$ cat config.mk
export PLATFORM = sky130hd
export DESIGN_NAME = bra_axis_locate
export DESIGN_NICKNAME = d
export VERILOG_FILES = /design/src/hw/rtl/bra_pkg.sv /design/src/hw/rtl/bra_axis_locate.sv
export SDC_FILE = /design/constraint.sdc
export NUM_CORES = 1
export LEC_CHECK = 0
export BUFFER_PORTS_ARGS = -buffer_cell sky130_fd_sc_hd__buf_2
export CAP_MARGIN = 20
export CORE_UTILIZATION = 37
export DETAILED_ROUTE_END_ITERATION = 10
export GPL_TIMING_DRIVEN = 0
export PLACE_DENSITY = 0.81
export SLEW_MARGIN = 20
export SYNTH_ARGS = -nofsm -noshare
export SYNTH_HDL_FRONTEND = slang
export SYNTH_SLANG_ARGS = --single-unit
$ cat constraint.sdc
create_clock -name vclk -period 7.3
set_input_delay 1.825 -clock vclk [all_inputs]
set_output_delay 1.825 -clock vclk [all_outputs]
set_load 0.005 [all_outputs]
$ cat src/hw/rtl/bra_pkg.sv
// Types, widths and constants of the bilinear resize core.
package bra_pkg;

    localparam int ROW_W    = 6;
    localparam int COL_W    = 6;
    localparam int IDX_W    = 6;
    localparam int CHAN_W   = 4;
    localparam int ADDR_W   = ROW_W + COL_W + CHAN_W;
    localparam int SAMPLE_W = 16;
    localparam int Q_W      = 12;
    localparam int DIM_W    = 7;
    localparam int RATIO_W  = 22;
    localparam int FRAC_W   = 16;
    localparam int POS_W    = RATIO_W + Q_W;
    localparam int IP_W     = POS_W - FRAC_W;
    localparam int CFG_IDX_W  = 8;
    localparam int CFG_DATA_W = RATIO_W;

    // Horizontal blend: exact value needs 32 bits, computed at 34.
    localparam int HSUM_W = 2 * (SAMPLE_W + 1);
    localparam int TOP_W  = SAMPLE_W + FRAC_W;
    // Vertical blend: exact value needs 48 bits, computed at 50.
    localparam int VSUM_W = FRAC_W + 1 + TOP_W + 1;
    localparam int TOT_W  = TOP_W + FRAC_W;
    localparam int RND_W  = TOT_W + 1;
    localparam int OUT_SHIFT = 2 * FRAC_W;
    localparam int QV_W      = RND_W - OUT_SHIFT;

    localparam logic [IDX_W-1:0] ROW_LAST = IDX_W'(63);
    localparam logic [IDX_W-1:0] COL_LAST = IDX_W'(63);

    localparam logic [RND_W-1:0] ROUND_HALF = RND_W'(1) << (OUT_SHIFT - 1);
    localparam logic signed [SAMPLE_W-1:0] SAMPLE_MAX = {1'b0, {(SAMPLE_W-1){1'b1}}};
    localparam logic signed [SAMPLE_W-1:0] SAMPLE_MIN = {1'b1, {(SAMPLE_W-1){1'b0}}};

    localparam logic OP_LOAD  = 1'b0;
    localparam logic OP_QUERY = 1'b1;

    localparam logic [CFG_IDX_W-1:0] CFG_IN_HEIGHT = CFG_IDX_W'(0);
    localparam logic [CFG_IDX_W-1:0] CFG_IN_WIDTH  = CFG_IDX_W'(1);
    localparam logic [CFG_IDX_W-1:0] CFG_ROW_RATIO = CFG_IDX_W'(2);
    localparam logic [CFG_IDX_W-1:0] CFG_COL_RATIO = CFG_IDX_W'(3);

    // Source index pair and weight along one axis.
    typedef struct packed {
        logic [IDX_W-1:0]  base;
        logic [IDX_W-1:0]  next;
        logic [FRAC_W-1:0] frac;
    } axis_t;

    typedef enum logic [3:0] {
        ST_IDLE,
        ST_MUL,
        ST_LOC,
        ST_RD0,
        ST_RD1,
        ST_RD2,
        ST_RD3,
        ST_RDW,
        ST_HBL,
        ST_VBL,
        ST_OUT
    } state_t;

    function automatic logic [ADDR_W-1:0] store_addr(
        input logic [ROW_W-1:0]  row,
        input logic [COL_W-1:0]  col,
        input logic [CHAN_W-1:0] chan
    );
        store_addr = {row, col, chan};
    endfunction

endpackage

$ cat src/hw/rtl/bra_axis_locate.sv
// Source index, neighbour index and weight along one axis, with edge clamping.
module bra_axis_locate (
    input  logic [bra_pkg::POS_W-1:0] pos,
    input  logic [bra_pkg::DIM_W-1:0] dim,
    input  logic [bra_pkg::IDX_W-1:0] max_last,
    output bra_pkg::axis_t            loc
);
    import bra_pkg::*;

    logic [DIM_W-1:0] dim_m1;
    logic [IDX_W-1:0] last;
    logic [IP_W-1:0]  ip;
    logic [IP_W-1:0]  last_ext;

    always_comb begin
        dim_m1 = dim - DIM_W'(1);
        // zero height/width behaves as one, oversize as the store limit
        priority if (dim == '0) begin
            last = '0;
        end else if (dim_m1 > DIM_W'(max_last)) begin
            last = max_last;
        end else begin
            last = dim_m1[IDX_W-1:0];
        end

        ip       = pos[POS_W-1:FRAC_W];
        last_ext = IP_W'(last);

        if (ip >= last_ext) begin
            loc.base = last;
            loc.next = last;
            loc.frac = (ip > last_ext) ? '0 : pos[FRAC_W-1:0];
        end else begin
            loc.base = ip[IDX_W-1:0];
            loc.next = ip[IDX_W-1:0] + IDX_W'(1);
            loc.frac = pos[FRAC_W-1:0];
        end
    end

endmodule

# Yosys cells after proc, flatten, opt, wreduce, memory -nomap -nowiden
# Index checks and enable logic that the tools add are counted.
[word_totals]
in_bits = 47
rom_bits = 0
ramBits = 0
memories = 0
latchBits = 0
reg_bits = 0
word_cells = 10
output_inout_bits = 28
[classes]
muxes = 4
magnitude_cmp = 3
n_div = 0
n_reduce_logical = 1
n_mul = 0
n_bitwise = 0
shifts = 0
n_eq_ne = 0
n_addsub = 2
[op_table]
columns = ["cell", "count"]
rows = [
  ["2-to-1 mux 28 bit", 1],
  ["greater-or-equal comparator 18 x 6 -> 1 bit", 1],
  ["> comparator 18 x 6 -> 1 bit", 1],
  ["2-to-1 mux 16 bit", 1],
  ["2-to-1 mux 6 bit", 2],
  ["> comparator 7 x 6 -> 1 bit", 1],
  ["zero test 7 bit", 1],
  ["subtractor 7 x 1 -> 7 bit (second input constant)", 1],
  ["adder 6 x 1 -> 6 bit (second input constant)", 1],
]

# Logic depth before layout (Yosys ltp)
[logic_depth]
word_depth = 7
ltp_mapped = 19
ltp_nobuf = 18

# Worst setup path before layout
# No wires, ideal clock.
[synth_path]
path_kind = "input-to-output"
from = "input dim[0] in the netlist's numbering"
to = "output loc[19] in the netlist's numbering"
path_slack_ns = -0.134
required_ns = 5.475
cell_stages = 17
t_arrival_ns = 5.609
path_buffers = 1
cell_sequence = "inv_1 ha_1 or3b_4 xnor2_1 ha_1 a21o_1 a21oi_1 a21o_2 a21boi_4 nor2_2 or3_1 ha_1 and4_1 o311a_1 nor3b_1 clkbuf_1 mux2i_1"
[synth_rtl]
columns = ["item", "line", "text"]
rows = [
  ["start, declared", "bra_axis_locate.sv:4", "input logic [bra_pkg::DIM_W-1:0] dim,"],
  ["end, declared", "bra_axis_locate.sv:6", "output bra_pkg::axis_t loc"],
]

==> metrics.md <==
| Metric | Value |
|---|---|
| Run status | `complete, but fails checks` |
| Failing checks | `negative setup slack` |
| Placeable core area | `0.00223 mm^2` |
| Total of endpoints with negative setup slack in the final report | `27` |
| Slew at the pin closest to its max-slew limit | `0.588 ns` |
| Remaining number of nets flagged by the antenna check after routing | `0` |
| Antenna diode count | `0` |
| Required time at the worst-slack endpoint | `5.48 ns` |
| Mean Syn Cell Area | `6.86 um^2` |
| Routed vias | `1470` |
| Biggest area consumer among synthesized cells | `ha_1` |
| Worst Path Arrival | `5.88 ns` |
| GRT overflow | `0` |
| Filler instances | `144` |
| Most Frequent Cell on Critical Path | `buf_4` |
| Starting density of the core | `39.3%` |
| Worst rel slew slack | `60.6%` |
| Multi-input gate area | `0.00105 mm^2` |
| Worst-case setup margin in the final layout | `-0.401 ns` |
| LEAKAGE | `0.948 nW` |
| Kind of launch point of the worst setup path | `input port` |
| Fraction of the yosys area taken by sequential cells | `0%` |
| Delay contributed by the slowest stage of the critical path | `0.35 ns` |
| Worst slack, placed | `-0.623 ns` |
| Port Buf Inserts | `75` |
| Aggregate global-route resource usage | `26.1%` |
| End of the critical path | `loc[16]` |
| Cell with the biggest individual delay on the critical path | `nor3b_4` |
| Most instantiated library cell after synthesis | `and2_1` |
| Area of the die | `0.00257 mm^2` |
| Clock buffers | `0` |
| Worst path depth | `22` |
| Final number of max-transition violations | `0` |
| Drt first pass iters | `4` |
| Type of the worst setup path | `input port to output pin` |
| Nets@finish | `291` |
| Ordered list of cells on the worst path | `buf_8 > inv_4 > ha_4 > buf_4 > buf_4 > xor2_1 > ha_1 > a21oi_1 > a21o_1 > a21o_2 > a21boi_4 > nor2_2 > or3_4 > ha_4 > and4_4 > o311a_1 > nor3b_4 > buf_4 > buf_8 > nand2_2 > o41ai_2 > buf_2` |
| Cell types occupying the most area after synthesis | `ha_1 (20%), and2_1 (11%), nand2_1 (6.0%)` |
| Total power divided by cell area | `66.0 mW/mm^2` |
| Wire length of the first global-routing pass | `5330 um` |
| Utilization after layout | `81.8%` |
| Count of buffering cells on the critical path with inverters included | `7` |
| Capturing element type of the critical path | `output pin` |
| Average wire length per cell after detail routing | `17.8 um` |
| Final Cycle Share | `105%` |
| DIE HEIGHT | `50.7 um` |
| Min-delay worst type | `input port to output pin` |
| Fraction of final layout cells with drive strength greater than 1 | `71.1%` |
| Number of standard cells after synthesis | `128` |
| Number of antenna violations at the first check in global routing | `0` |
| Synthesized netlist net count | `189` |
| Number of maximum-capacitance constraint violations | `0` |
| Number of buffers added to fix hold violations after cts | `0` |
| Number of global-route vias before repair | `1225` |
| Boundary pin count | `75` |
| Die outline width | `50.7 um` |
| Most used standard cells in the synthesized netlist | `and2_1 (16), ha_1 (14), nand2_1 (14)` |
| Vias per cell | `5.74` |
| Post-synthesis instance area | `878 um^2` |
| Number of sequential cells in the layout | `0` |
| Area used by sequential logic in the layout | `0 um^2` |
| Critical-path maximum fanout | `5` |
| Worst vdd rail ir drop | `0.0000588 V` |
| Worst path top cell family by delay | `compound AO/OA/AOI/OAI gates` |
| Maximum clock rate | `130 MHz` |
| Synth warn | `0` |
| DRC violation total after the first TritonRoute iteration | `38` |
| FP Rows | `17` |
| Number of hold violations in the final report | `0` |
| Final HPWL DP | `2240 um` |
| RSZ-0062 raised after global routing | `yes` |
| Pin count of the biggest net entering global routing | `11` |
| Final weighted congestion in routability-driven placement | `0.826` |
| Minimum period implied by the final worst setup slack | `7.70 ns` |
| Area growth syn-to-layout | `108%` |
| Share of the synthesized area in the top cell type | `19.9%` |
| Hold slack final | `3.92 ns` |
| Distinct cell type count after synthesis | `39` |
| Remaining routing DRC violations | `0` |
| Detailed Route WL | `4550 um` |
| Launching instance or port of the critical path | `dim[0]` |
| Total Neg Setup Slack | `-5.90 ns` |
final cells by class:
| class | instances | share of cell area [%] |
|---|---|---|
| plain buffers | 4 | 2.81 |
| inverters | 9 | 1.98 |
| multi-input cells | 115 | 57.4 |
| well taps | 28 | 1.92 |
| repair buffers | 100 | 35.9 |
placed cells by master (no fill, tap or decap), types with 4 or more instances in the layout:
cell     count
and2_4      11
ha_1        11
nand2_1      5
buf_6       17
nand3_1      4
and2_1       5
buf_2       63
buf_4       21
o21ai_1      6
inv_1        7
o41ai_2      4
nand2_2      7
cell families after synthesis:
family                     count (synthesis)  synth area share [%]
AOI/OAI and AO/OA                         33                  27.5
xor gates and xnor gates                   7                  6.98
adders and majority gates                 14                  19.9
buffers and inverters                     13                  6.41
muxes                                      1                  1.14
and+or+nand+nor                           60                  38.0
report_power, final:
| group | leakage [nW] | switching (mW) | internal (mW) |
|---|---|---|---|
| Sequential | 0 | 0 | 0 |
| Combinational | 0.948 | 0.0580 | 0.0626 |
| Clock | 0 | 0 | 0 |
tightest hold or removal path, stage by stage:
cell and delay, ns:
buf_2 0.07, and2_1 0.10, buf_2 0.10
worst min path at each step:
stage | endpoint | from | slack, ns | cells after the start
after floorplan | loc[22] | pos[16] | 3.74 | 2
after global placement | loc[12] | pos[12] | 3.91 | 3
after detailed placement | loc[0] | pos[0] | 3.92 | 3
after CTS | loc[0] | pos[0] | 3.92 | 3
after global routing | loc[0] | pos[0] | 3.93 | 3
final | loc[0] | pos[0] | 3.92 | 3
metal layers:
layer | share of wire, % | vias up | global-route usage (%)
met4 | 3.7 | 0 | 5.56
met5 | 0 | - | 0
met3 | 5.8 | 20 | 0.909
met1 | 41 | 701 | 34.2
met2 | 49 | 79 | 46.7
li1 | - | 670 | -
per-stage QoR:
| stage | cell area (um^2) | std cells | power, mW |
|---|---|---|---|
| after global routing | 1830 | 256 | 0.128 |
| after floorplan | 885 | 128 | 0.0447 |
| after CTS | 1560 | 248 | 0.0951 |
| final | 1830 | 256 | 0.121 |
| after global placement | 1290 | 231 | 0.0743 |
| after detailed placement | 1290 | 231 | 0.0757 |
repair_timing:
action,4_1_cts,5_1_grt
setup buffers,15,8
endpoints found under the setup margin,28,28
gates cloned,2,1
pin swaps,13,21
gates resized for setup,36,52
(Power assumes the default switching activity.)
